`src/rtl/mrfp_pkg.sv`:
```
// ----------------------------------------------------------------------------
// mrfp_pkg
// Types, constants and the CRC-16 byte step shared by the meter reply parser.
// ----------------------------------------------------------------------------
package mrfp_pkg;

    localparam int FRAME_LENGTH = 25;
    localparam int STORE_DEPTH  = FRAME_LENGTH - 1;
    localparam int CRC_END      = FRAME_LENGTH - 2;
    localparam int COUNT_W      = $clog2(FRAME_LENGTH);

    localparam logic [15:0] CRC_INIT = 16'hFFFF;
    localparam logic [15:0] CRC_POLY = 16'hA001;

    localparam logic KIND_BYTE    = 1'b0;
    localparam logic KIND_TIMEOUT = 1'b1;

    typedef struct packed {
        logic        valid;
        logic        ok;
        logic [15:0] voltage;
        logic [31:0] current;
        logic [31:0] power;
        logic [31:0] energy;
        logic [15:0] frequency;
        logic [15:0] power_factor;
        logic [15:0] alarm;
    } t_result;

    // reflected CRC-16, one byte, bit at a time
    function automatic logic [15:0] crc16_byte(input logic [15:0] crc, input logic [7:0] b);
        logic [15:0] c;
        c = crc ^ {8'h00, b};
        for (int i = 0; i < 8; i++) begin
            if (c[0]) begin
                c = (c >> 1) ^ CRC_POLY;
            end else begin
                c = c >> 1;
            end
        end
        return c;
    endfunction

endpackage

```
`src/rtl/mrfp_frame_core.sv`:
```
// ----------------------------------------------------------------------------
// mrfp_frame_core
// Byte counter, running CRC and frame byte store; decodes the result word.
// ----------------------------------------------------------------------------
module mrfp_frame_core (
    input  logic              i_clk,
    input  logic              i_rst_n,
    input  logic              i_step,
    input  logic              i_kind,
    input  logic [7:0]        i_byte,
    output mrfp_pkg::t_result o_result
);
    import mrfp_pkg::*;

    logic [COUNT_W-1:0] r_count;
    logic [COUNT_W-1:0] n_count;
    logic [15:0]        r_crc;
    logic [15:0]        n_crc;
    logic [7:0]         r_store [STORE_DEPTH];
    logic               w_last;
    logic               w_store_wr;
    logic               w_ok;

    assign w_last     = (r_count == COUNT_W'(STORE_DEPTH));
    assign w_store_wr = i_step && (i_kind == KIND_BYTE) && !w_last;
    assign w_ok       = (r_crc == {i_byte, r_store[STORE_DEPTH-1]});

    always_comb begin
        n_count = r_count;
        n_crc   = r_crc;
        if (i_step) begin
            if (i_kind == KIND_TIMEOUT || w_last) begin
                n_count = '0;
                n_crc   = CRC_INIT;
            end else begin
                n_count = r_count + COUNT_W'(1);
                if (r_count < COUNT_W'(CRC_END)) begin
                    n_crc = crc16_byte(r_crc, i_byte);
                end
            end
        end
    end

    always_ff @(posedge i_clk) begin
        if (!i_rst_n) begin
            r_count <= '0;
            r_crc   <= CRC_INIT;
        end else begin
            r_count <= n_count;
            r_crc   <= n_crc;
        end
    end

    always_ff @(posedge i_clk) begin
        if (w_store_wr) begin
            r_store[r_count] <= i_byte;
        end
    end

    always_comb begin
        o_result       = '0;
        o_result.valid = i_step && (i_kind == KIND_TIMEOUT || w_last);
        if (i_step && i_kind == KIND_BYTE && w_last && w_ok) begin
            o_result.ok           = 1'b1;
            o_result.voltage      = {r_store[3], r_store[4]};
            o_result.current      = {r_store[7], r_store[8], r_store[5], r_store[6]};
            o_result.power        = {r_store[11], r_store[12], r_store[9], r_store[10]};
            o_result.energy       = {r_store[15], r_store[16], r_store[13], r_store[14]};
            o_result.frequency    = {r_store[17], r_store[18]};
            o_result.power_factor = {r_store[19], r_store[20]};
            o_result.alarm        = {r_store[21], r_store[22]};
        end
    end

`ifndef NO_ASSERTIONS
    a_count_bound: assert property (@(posedge i_clk) disable iff (!i_rst_n)
        r_count <= COUNT_W'(STORE_DEPTH))
        else $error("byte count beyond frame store");

    a_restart: assert property (@(posedge i_clk) disable iff (!i_rst_n)
        o_result.valid |=> (r_count == '0) && (r_crc == CRC_INIT))
        else $error("frame not restarted after result");

    a_count_step: assert property (@(posedge i_clk) disable iff (!i_rst_n)
        w_store_wr |=> r_count == $past(r_count) + COUNT_W'(1))
        else $error("byte count did not advance");
`endif

endmodule

```
`src/rtl/meter_reply_frame_parser.sv`:
```
// ----------------------------------------------------------------------------
// meter_reply_frame_parser
// Modbus RTU reply parser for an energy meter read-input-registers response.
// ----------------------------------------------------------------------------
// Slave channel: one transfer per received byte (tuser = 0, tdata = byte), or
// a reply timeout (tuser = 1). Master channel: one transfer per frame, on the
// 25th byte or on a timeout; tuser = frame ok, tdata = raw measurement words,
// all zero when the frame failed (timeout or CRC mismatch).
// A CRC-16 (reflected 0xA001, seed 0xFFFF) runs over bytes 0 to 22 and is
// checked against bytes 23 (low) and 24 (high).
// Throughput: one byte per cycle while the master side does not stall, set by
// the single CRC byte step between the input register and the result register.
// Result path: the last byte is taken into the input register, and the result
// is then shown from the result register.
// Reset: synchronous, active low; clears both stages and restarts the frame.
// Stall: while the result register waits, the input register still takes
// one byte; after that tready drops until the result is taken.
// ----------------------------------------------------------------------------
module meter_reply_frame_parser (
    input  logic         i_clk,
    input  logic         i_rst_n,
    input  logic         i_s_axis_tvalid,
    output logic         o_s_axis_tready,
    input  logic [7:0]   i_s_axis_tdata,   // [7:0] rx_byte
    input  logic         i_s_axis_tuser,   // [0] kind
    output logic         o_m_axis_tvalid,
    input  logic         i_m_axis_tready,
    output logic [159:0] o_m_axis_tdata,   // [15:0] voltage, [47:16] current,
                                           // [79:48] power, [111:80] energy,
                                           // [127:112] frequency,
                                           // [143:128] power factor,
                                           // [159:144] alarm word
    output logic         o_m_axis_tuser    // [0] frame_ok
);
    import mrfp_pkg::*;

    logic     r_in_valid;
    logic     n_in_valid;
    logic     r_in_kind;
    logic [7:0] r_in_byte;
    logic     r_out_valid;
    logic     n_out_valid;
    t_result  r_out;
    t_result  w_core;
    logic     w_adv;
    logic     w_in_acc;

    assign w_adv           = !r_out_valid || i_m_axis_tready;
    assign o_s_axis_tready = !r_in_valid || w_adv;
    assign w_in_acc        = i_s_axis_tvalid && o_s_axis_tready;

    mrfp_frame_core u_core (
        .i_clk    (i_clk),
        .i_rst_n  (i_rst_n),
        .i_step   (r_in_valid && w_adv),
        .i_kind   (r_in_kind),
        .i_byte   (r_in_byte),
        .o_result (w_core)
    );

    always_comb begin
        n_in_valid = r_in_valid;
        if (w_in_acc) begin
            n_in_valid = 1'b1;
        end else if (w_adv) begin
            n_in_valid = 1'b0;
        end
        n_out_valid = w_adv ? w_core.valid : r_out_valid;
    end

    always_ff @(posedge i_clk) begin
        if (!i_rst_n) begin
            r_in_valid  <= 1'b0;
            r_out_valid <= 1'b0;
        end else begin
            r_in_valid  <= n_in_valid;
            r_out_valid <= n_out_valid;
        end
    end

    always_ff @(posedge i_clk) begin
        if (w_in_acc) begin
            r_in_kind <= i_s_axis_tuser;
            r_in_byte <= i_s_axis_tdata;
        end
        if (w_adv) begin
            r_out <= w_core;
        end
    end

    assign o_m_axis_tvalid = r_out_valid;
    assign o_m_axis_tuser  = r_out.ok;
    assign o_m_axis_tdata  = {r_out.alarm, r_out.power_factor, r_out.frequency,
                              r_out.energy, r_out.power, r_out.current, r_out.voltage};

`ifndef NO_ASSERTIONS
    a_fail_zero: assert property (@(posedge i_clk) disable iff (!i_rst_n)
        (o_m_axis_tvalid && !o_m_axis_tuser) |-> (o_m_axis_tdata == '0))
        else $error("failed frame carries nonzero values");

    a_backpressure: assert property (@(posedge i_clk) disable iff (!i_rst_n)
        (r_in_valid && r_out_valid && !i_m_axis_tready) |-> !o_s_axis_tready)
        else $error("input taken while both stages are full");

    a_timeout_result: assert property (@(posedge i_clk) disable iff (!i_rst_n)
        (r_in_valid && w_adv && r_in_kind == KIND_TIMEOUT) |=> (r_out_valid && !r_out.ok))
        else $error("timeout did not give a failed result");
`endif

endmodule
```
`config.mk`:
```
export PLATFORM = sky130hd
export DESIGN_NAME = meter_reply_frame_parser
export DESIGN_NICKNAME = d
export VERILOG_FILES = /design/src/rtl/mrfp_pkg.sv /design/src/rtl/mrfp_frame_core.sv /design/src/rtl/meter_reply_frame_parser.sv
export SDC_FILE = /design/constraint.sdc
export NUM_CORES = 1
export LEC_CHECK = 0
export ABC_AREA = 1
export BUFFER_PORTS_ARGS = -buffer_cell sky130_fd_sc_hd__buf_2
export CELL_PAD_IN_SITES_DETAIL_PLACEMENT = 0
export CELL_PAD_IN_SITES_GLOBAL_PLACEMENT = 1
export CORE_MARGIN = 2
export CORE_UTILIZATION = 47
export DETAILED_ROUTE_END_ITERATION = 7
export PLACE_DENSITY_LB_ADDON = 0.1
export SETUP_SLACK_MARGIN = 0.15
export SLEW_MARGIN = 20
export SYNTH_ARGS = -nofsm -noshare
export SYNTH_HDL_FRONTEND = slang
export SYNTH_SLANG_ARGS = --single-unit
```
`constraint.sdc`:
```
create_clock -name i_clk -period 5.4 [get_ports i_clk]
set_clock_uncertainty 0.1 [all_clocks]
set_input_delay 0.27 -clock i_clk [delete_from_list [all_inputs] [get_ports i_clk]]
set_output_delay 0.27 -clock i_clk [all_outputs]
set_load 0.005 [all_outputs]
```
==> Word-level counts from Yosys, hierarchy flattened <==
Memory sizes are Yosys's and may differ from the RTL's.
Index checks and enable logic that the tools add are counted.
{ "word_totals": {"ff_bits": 193, "ramBits": 192, "out_inout_bits": 163, "word_cells": 82, "memories": 1} }
{ "op_classes": {"addsub": 1, "n_lt_le_gt_ge": 1, "eq_ne": 2, "n_mux": 37, "n_bitwise": 10, "reduce_logical": 16} }
{ "memory_table": {"columns": ["memory", "depth", "width", "rd", "rd_ports_with_merged_regs", "wr", "line", "rtl"], "rows": [
  ["u_core.r_store", 24, 8, 21, 0, 1, "mrfp_frame_core.sv:19", "logic [7:0] r_store [STORE_DEPTH];"]
]} }
{ "ops": {"columns": ["cell", "count"], "rows": [
  ["two-way mux 16 bit", 31],
  ["two-way mux 161 bit", 1],
  ["inverter 2 -> 3 bit", 8],
  ["equality test 16 bit", 1],
  ["XOR 16 x 8 -> 16 bit", 1],
  ["logical AND 1 bit", 7],
  ["adder 5 x 1 -> 5 bit, second input constant", 1],
  ["equality test 5 bit, second input constant", 1],
  ["less-than comparator 5 bit, second input constant", 1],
  ["two-way mux 5 bit", 1],
  ["two-way mux 1 bit", 4],
  ["nonzero test 2 bit", 2],
  ["logical NOT 1 bit", 3],
  ["logical OR 1 bit", 3],
  ["AND reduction 2 bit", 1],
  ["inverter 1 bit", 1]
]} }

==> Longest topological paths before layout <==
Gate-level depths: netlist of the first run.
{ "depth": {"ltp_word": 40, "mapped_depth": 15, "depth_no_buf": 15} }

==> By module <==
From an unflattened synthesis of the first run, not the netlist that was laid out.
{ "hier_totals": {"hier_cells": 954, "area_unflattened_um2": 13131.3} }
{ "modules_own_cells": {"columns": ["module", "n_inst", "cells_per_inst", "area_per_inst_um2", "seq_area_each_um2"], "rows": [
  ["mrfp_frame_core", 1, 771, 7928.9, 5465.2],
  ["meter_reply_frame_parser", 1, 183, 5202.5, 5144.9]
]} }

==> Worst setup path before layout of the first run <==
OpenSTA, ideal clock, no wires.
{ "synth_path": {"kind": "register to register", "start": "register r_out_valid (netlist: o_m_axis_tvalid)", "end": "register r_out, in the netlist o_m_axis_tdata[0], enable pin", "setup_ps": 1340, "t_arrival_ps": 3077, "setup_slack_ps": 882, "path_stages_with_launch": 2, "path_buffers": 0, "path_cell_list": "dfxtp_1 > nand2_1"} }
{ "synth_between": {"elab_chain_cells": 2} }
{ "synth_rtl": {"columns": ["item", "line", "rtl"], "rows": [
  ["start: declaration", "meter_reply_frame_parser.sv:41", "logic r_out_valid;"],
  ["start signal: assignment", "meter_reply_frame_parser.sv:77", "r_out_valid <= n_out_valid;"],
  ["logical NOT 1 bit", "meter_reply_frame_parser.sv:48", "assign w_adv = !r_out_valid || i_m_axis_tready;"],
  ["logical OR 1 bit", "meter_reply_frame_parser.sv:48", null],
  ["net w_adv", "meter_reply_frame_parser.sv:45", "logic w_adv;"],
  ["end signal: assignment", "meter_reply_frame_parser.sv:87", "r_out <= w_core;"],
  ["end: declaration", "meter_reply_frame_parser.sv:43", "t_result r_out;"]
]} }
The timed path passes the listed nets, and every way through them passes these cells.
A chain may end at the register's enable or synchronous reset.

==> Final worst setup path of the first run <==
{ "layout_path": {"start": "register r_in_byte[2]", "end": "register r_out, in the netlist o_m_axis_tdata[34] (data pin)"} }
{ "layout_between": {"elab_chain_cells": 2} }
{ "layout_rtl": {"columns": ["item", "line", "rtl"], "rows": [
  ["start: declaration", "meter_reply_frame_parser.sv:40", "logic [7:0] r_in_byte;"],
  ["start signal: assignment", "meter_reply_frame_parser.sv:84", "r_in_byte <= i_s_axis_tdata;"],
  ["equality test 16 bit", "mrfp_frame_core.sv:26", "assign w_ok = (r_crc == {i_byte, r_store[STORE_DEPTH-1]});"],
  ["logical AND 1 bit", "mrfp_frame_core.sv:63", "if (i_step && i_kind == KIND_BYTE && w_last && w_ok) begin"]
]} }
No other way between the ends.

==> reports/metrics.yaml, run 1 <==
status: "finished, final reports clean"
rows: 62
min_period_over_period: 0.622
synthCells: 949
synth-edff-count: 338
antenna_found_initial: 1
ant_nets: 0
p_seq_frac: 0.555
maxSlewViolCount: 0
synth_ff_type: "edfxtp_1"
layout_min_cycle_time_ns: 3.36
ff_latch_area_um2: 10600
met3_length_mm: 1.20
die_w_um: 174
cp-startpoint: "r_in_byte[2]"
crit_cells: 9
vias_per_cell: 4.56
r2r-end: "o_m_axis_tdata[34]"
worst_pin_slew_ns: 1.05
place.gp.congestion: 0.834
path_buf_inv: 2
grt_pass1_wl_mm: 40.6
vias: 7173
power.clock.fraction: 0.412
start_kind: "flip-flop"
port-buffer-count: 175
hold_ws_ns: 0.0452
routedWlPerCell_um: 16.7
grt.total_usage: 0.176
power.combinational.fraction: 0.033
intPower_mw: 4.47
synth-async-reset-ratio: 0
yosys_warnings: 0
timing.rr.start: "r_in_byte[2]"
drtPass1Iterations: 5
grt_max_degree: 117
arrival_ns: 3.50
start_util: 0.474
ir_drop_mv: 0.197
htreeDepth: 2
p_switching_mw: 1.16
cts_tree: "done"
crit_family: "simple AND/OR/NAND/NOR gates"
drtIter0Drc: 533
syn_area_um2: 13500
grt_pass1_vias: 7061
drt-met1-wl_mm: 11.7
postSynthAreaPerCell_um2: 14.3
reg2reg_setup_slack_ns: 2.04
hp-class: "input port to flip-flop"
layout_commonest_cell: "edfxtp_1"
required_ns: 5.54
hold_viol: 0
slew-limit-headroom: 0.300
setup_viol: 0
coreArea_um2: 28500
syn-num-nets: 966
die_area_um2: 30200
slowest_delay_ns: 0.89
dr.max_layer_used: "met4"
clkSinkCount: 361
fmax_mhz: 298
switching_share: 0.206
ys_types: 34
cp_slowest_cell: "edfxtp_1"
finalSetupTns_ns: 0
clk_pin_slew_worst_paths_ns: 0.06
multi_input_area_um2: 2030
dp_hpwl_mm: 16.4
antenna_cells: 0
maxCapViolCount: 0
clk_path_buf_depth: 3
cts_root_buffer: "clkbuf_16"
met2_length_mm: 12.8
total_leakage_power_nw: 7.14
p_per_area_nw_per_um2: 351
die_y_um: 174
drc_errors: 0
r2r_cells: 9
setup.worst_path.end: "o_m_axis_tdata[34]"
drive_gt1_frac: 0.275
rsz0062_at_grt: "no"
ioPinCount: 176
finalWirelength_mm: 26.2
cts_buffers: 38
nets: 1180
cp_max_fo: 116
final_cell_mix: "edfxtp_1 (338), inv_1 (199), buf_2 (175)"
synth_seq_cells: 361
yosysSeqAreaShare: 0.784
crit_chain: "inv_1 > o22ai_1 > nor2_1 > nand3_1 > nor4_1 > and2_1 > nand2_8 > buf_4 > nor2_2"
insertion_delay_ns: 0.51
critPathKind: "flip-flop to flip-flop"
syn_to_final_growth_pct: 18.5
crit_path_end_kind: "flip-flop"
fillers: 2411
overflow: 0
[power groups by stage]
stage	combinational, mW	clock, mW	sequential [mW]
floorplan	0.0918	0	3.18
global placement	0.180	0	3.18
detailed placement	0.181	0	3.18
CTS	0.187	2.38	3.12
global route	0.208	2.49	3.13
finish	0.185	2.32	3.12
[flip-flops by register name, summed over array words and instances, names as in the netlist]
name / count
o_m_axis_tvalid: 1
r_in_byte: 8
o_m_axis_tuser: 1
r_in_valid: 1
u_core.r_count: 5
r_in_kind: 1
u_core.r_crc: 16
u_core.r_store: 168
o_m_axis_tdata: 160
[per-stage QoR]
stage	area (um^2)	std cells	total power, mW	utilization	setup slack (ns)
6_report	16000	1573	5.63	0.562	2.04
5_1_grt	16000	1573	5.82	0.562	1.74
4_1_cts	16000	1573	5.69	0.562	1.99
3_5_place_dp	14800	1496	3.36	0.519	1.98
3_3_place_gp	14800	1496	3.36	0.519	2.04
2_1_floorplan	13500	949	3.27	-	0.882
[worst min path at each step]
| stage | from | to | slack (ns) | cells past startpoint |
|---|---|---|---|---|
| after floorplan | i_s_axis_tdata[0] | r_in_byte[0] | 0.27 | 0 |
| after global placement | i_s_axis_tdata[5] | r_in_byte[5] | 0.35 | 1 |
| after detailed placement | i_s_axis_tdata[0] | r_in_byte[0] | 0.35 | 1 |
| after CTS | i_m_axis_tready | r_in_valid | 0.03 | 4 |
| after global routing | i_m_axis_tready | r_in_valid | 0.07 | 4 |
| final | i_m_axis_tready | r_in_valid | 0.05 | 4 |
[final cells by class]
cell class                      count  area share
Inverter                          203      0.0475
Clock buffer                       47      0.0627
Multi-Input combinational cell    365       0.126
Timing Repair Buffer              194      0.0660
Clock inverter                     19     0.00585
Tap cell                          384      0.0300
Sequential cell                   361       0.662
[tightest hold or removal path, delay by kind of cell]
| family | cells | cell delay [ns] |
|---|---|---|
| AND/OR/NAND/NOR | 1 | 0.11 |
| buffers and inverters | 2 | 0.14 |
| AO/OA/AOI/OAI | 1 | 0.08 |
[repair_timing]
item / CTS / global route
buffers inserted: 0 / 0
endpoints found under the hold margin: 15 / 0
hold buffers: 11 / 0
resized for setup: 0 / 0
setup endpoints to repair: 0 / 0
[synthesized netlist by cell type (2+ instances only)]
| cell | instances | share of area |
|---|---|---|
| o221ai_1 | 7 | 0.0045 |
| o21ai_0 | 15 | 0.0055 |
| inv_1 | 199 | 0.055 |
| xor2_1 | 6 | 0.0039 |
| nor4_1 | 2 | 0.00092 |
| buf_1 | 7 | 0.0019 |
| nand3_1 | 18 | 0.0067 |
| buf_8 | 6 | 0.0067 |
| dfxtp_1 | 23 | 0.034 |
| ha_1 | 4 | 0.0037 |
| xnor2_1 | 5 | 0.0032 |
| nor2_2 | 60 | 0.028 |
| buf_6 | 4 | 0.0033 |
| inv_2 | 4 | 0.0011 |
| nor2_4 | 29 | 0.024 |
| o22ai_1 | 2 | 0.00092 |
| o211ai_1 | 6 | 0.0033 |
| nand2_1 | 88 | 0.024 |
| a21oi_1 | 8 | 0.0030 |
| clkbuf_1 | 2 | 0.00055 |
| nor2_1 | 103 | 0.029 |
| o21ai_1 | 2 | 0.00074 |
| edfxtp_1 | 338 | 0.75 |
[layer usage]
metal / track usage / vias to the layer above
met5: 0 / -
met4: 0.0504 / 0
met3: 0.0311 / 38
met2: 0.293 / 172
met1: 0.241 / 3421
li1: - / 3542
[cell families (layout without fill, tap and decap cells)]
family	Yosys count	after routing	synth area share
AO/OA/AOI/OAI	44	44	0.0211
XOR/XNOR	11	11	0.00712
adder cells (fa/ha/maj)	4	4	0.00370
buffers and inverters	223	463	0.0691
flip-flops	361	361	0.784
AND/OR/NAND/NOR	306	306	0.115
(Power assumes the default switching activity.)
==> inputs of run 2 (changes only) <==
--- a/config.mk
+++ b/config.mk
@@ -5,12 +5,12 @@
 export SDC_FILE = /design/constraint.sdc
 export NUM_CORES = 1
 export LEC_CHECK = 0
-export ABC_AREA = 1
+export ABC_AREA = 0
 export BUFFER_PORTS_ARGS = -buffer_cell sky130_fd_sc_hd__buf_2
 export CELL_PAD_IN_SITES_DETAIL_PLACEMENT = 0
 export CELL_PAD_IN_SITES_GLOBAL_PLACEMENT = 1
 export CORE_MARGIN = 2
-export CORE_UTILIZATION = 47
+export CORE_UTILIZATION = 48
 export DETAILED_ROUTE_END_ITERATION = 7
 export PLACE_DENSITY_LB_ADDON = 0.1
 export SETUP_SLACK_MARGIN = 0.15
==> constraint.sdc (replaced) <==
create_clock -name i_clk -period 3.25 [get_ports i_clk]
set_clock_uncertainty 0.1 [all_clocks]
set_input_delay 0.1625 -clock i_clk [delete_from_list [all_inputs] [get_ports i_clk]]
set_output_delay 0.1625 -clock i_clk [all_outputs]
set_load 0.005 [all_outputs]
==> reports/metrics.yaml, run 2 <==
port-buffer-count: 175
antenna_cells: 0
total_leakage_power_nw: 6.20
clkSinkCount: 361
syn-num-nets: 713
grt.total_usage: 0.181
die_area_um2: 27900
synth_seq_cells: 361
yosysSeqAreaShare: 0.833
maxCapViolCount: 0
start_kind: "flip-flop"
die_w_um: 167
slew-limit-headroom: 0.457
largest_reg_flops: 168
yosys_warnings: 0
overflow: 0
yosysMostFrequentCell: "edfxtp_1"
drive_gt1_frac: 0.299
fmax_mhz: 356
synth-edff-count: 338
status: "finished, final reports clean"
crit_path_end_kind: "flip-flop"
worst_pin_slew_ns: 0.814
finalWirelength_mm: 24.7
drtPass1Iterations: 5
syn_area_um2: 12700
grt_pass1_wl_mm: 38.4
drtIter0Drc: 430
synth-async-reset-ratio: 0
final_cell_mix: "edfxtp_1 (338), buf_2 (175), and2_1 (162)"
finalSetupTns_ns: 0
post-place-cells: 1197
yosysTopAreaCell: "edfxtp_1"
cts_root_buffer: "clkbuf_16"
ant_nets: 0
switching_share: 0.194
postSynthAreaPerCell_um2: 18.3
synth_common_cells: "edfxtp_1 (338), and2_1 (162), nor2_1 (28)"
dp_hpwl_mm: 15.8
power.combinational.fraction: 0.034
timing.final.ws_setup_ns: 0.441
grt_max_degree: 119
maxSlewViolCount: 0
coreArea_um2: 26100
htreeDepth: 2
vias: 6299
synthCells: 696
drc_errors: 0
p_per_area_nw_per_um2: 627
ys_top_cells_by_area: "edfxtp_1 (80%), and2_1 (8.0%), dfxtp_1 (3.6%)"
hold_ws_ns: 0.265
stdcell_area_um2: 15500
power.clock.fraction: 0.434
synth_ff_type: "edfxtp_1"
post-route-util: 0.596
nets: 931
cts_tree: "done"
layout_min_cycle_time_ns: 2.81
dp_slack_ns: 0.436
cp_max_fo: 8
hp-class: "input port to flip-flop"
ys_types: 38
p_seq_frac: 0.532
place.gp.congestion: 0.846
setup_viol: 0
required_ns: 3.30
critPathKind: "flip-flop to flip-flop"
final_cells: 1277
rows: 59
min_period_over_period: 0.864
rsz0062_at_grt: "no"
intPower_mw: 7.84
clk_pin_slew_worst_paths_ns: 0.06
vias_per_cell: 4.93
hold_viol: 0
synth_top_area_share: 0.796
antenna_found_initial: 0
clk_path_buf_depth: 3
ioPinCount: 176
die_y_um: 167
cts_buffers: 36
ir_drop_mv: 0.416
place_area_um2: 14200
p_total_mw: 9.73
arrival_ns: 2.86
p_switching_mw: 1.89
routedWlPerCell_um: 19.3
layout_commonest_cell: "edfxtp_1"
grt_pass1_vias: 6540
start_util: 0.489
top_register: "u_core.r_store"
insertion_delay_ns: 0.51
syn_to_final_growth_pct: 21.8
post_cts_buffers: 0
-- run 2: power by group through the flow --
stage          logic (mW)  registers, mW  clock network, mW
4_1_cts             0.332           5.18               4.32
3_5_place_dp        0.318           5.28                  0
2_1_floorplan       0.179           5.28                  0
5_1_grt             0.354           5.19               4.52
3_3_place_gp        0.320           5.28                  0
6_report            0.328           5.18               4.22
-- run 2: cell type report --
cell class | instances | area, um^2
fill | 1988 | 10500
timing repair buffer | 204 | 1140
sequential | 361 | 10600
multi-input combinational | 308 | 2110
inverter | 3 | 15.0
tap | 335 | 419
clock inverter | 24 | 282
clock buffer | 42 | 945
-- run 2: repair_timing --
action,in CTS,in global routing
hold endpoints to repair,19,0
gates resized for setup,0,0
hold buffers,14,0
-- run 2: path summary, 6_finish.rpt --
check,startpoint,to,slack (ns),cells past startpoint
max,u_core.r_count[0],u_core.r_store[8][1],0.44,7
min,i_s_axis_tdata[3],r_in_byte[3],0.26,2
max reg2reg,u_core.r_count[0],u_core.r_store[8][1],0.44,7
min reg2reg,u_core.r_store[17][1],o_m_axis_tdata[121],0.41,1
-- run 2: kinds of logic (layout without fill, tap and decap cells) --
group,count (synthesis),after routing,synth area share
XOR/XNOR,40,40,0.0299
AND/OR/NAND/NOR,242,242,0.112
AO/OA/AOI/OAI,22,22,0.0123
adder cells (fa/ha/maj),4,4,0.00393
buffers and inverters,27,273,0.00972
flip-flops,361,361,0.833
-- run 2: routing by layer --
layer | global-route usage | vias up | part of all wire
met4 | 0.0517 | 0 | 0.020
met2 | 0.303 | 182 | 0.49
met1 | 0.244 | 3117 | 0.43
li1 | - | 2966 | -
met5 | 0 | - | 0
met3 | 0.0356 | 34 | 0.054
-- run 2: worst max-delay path, stage by stage (launching register included) --
cell and delay [ns]:
dfxtp_1 0.46, inv_1 0.10, ha_1 0.23, and4b_1 0.23, or2_2 0.34, nor2_2 0.23
nand2_2 0.18, nor2_1 0.57
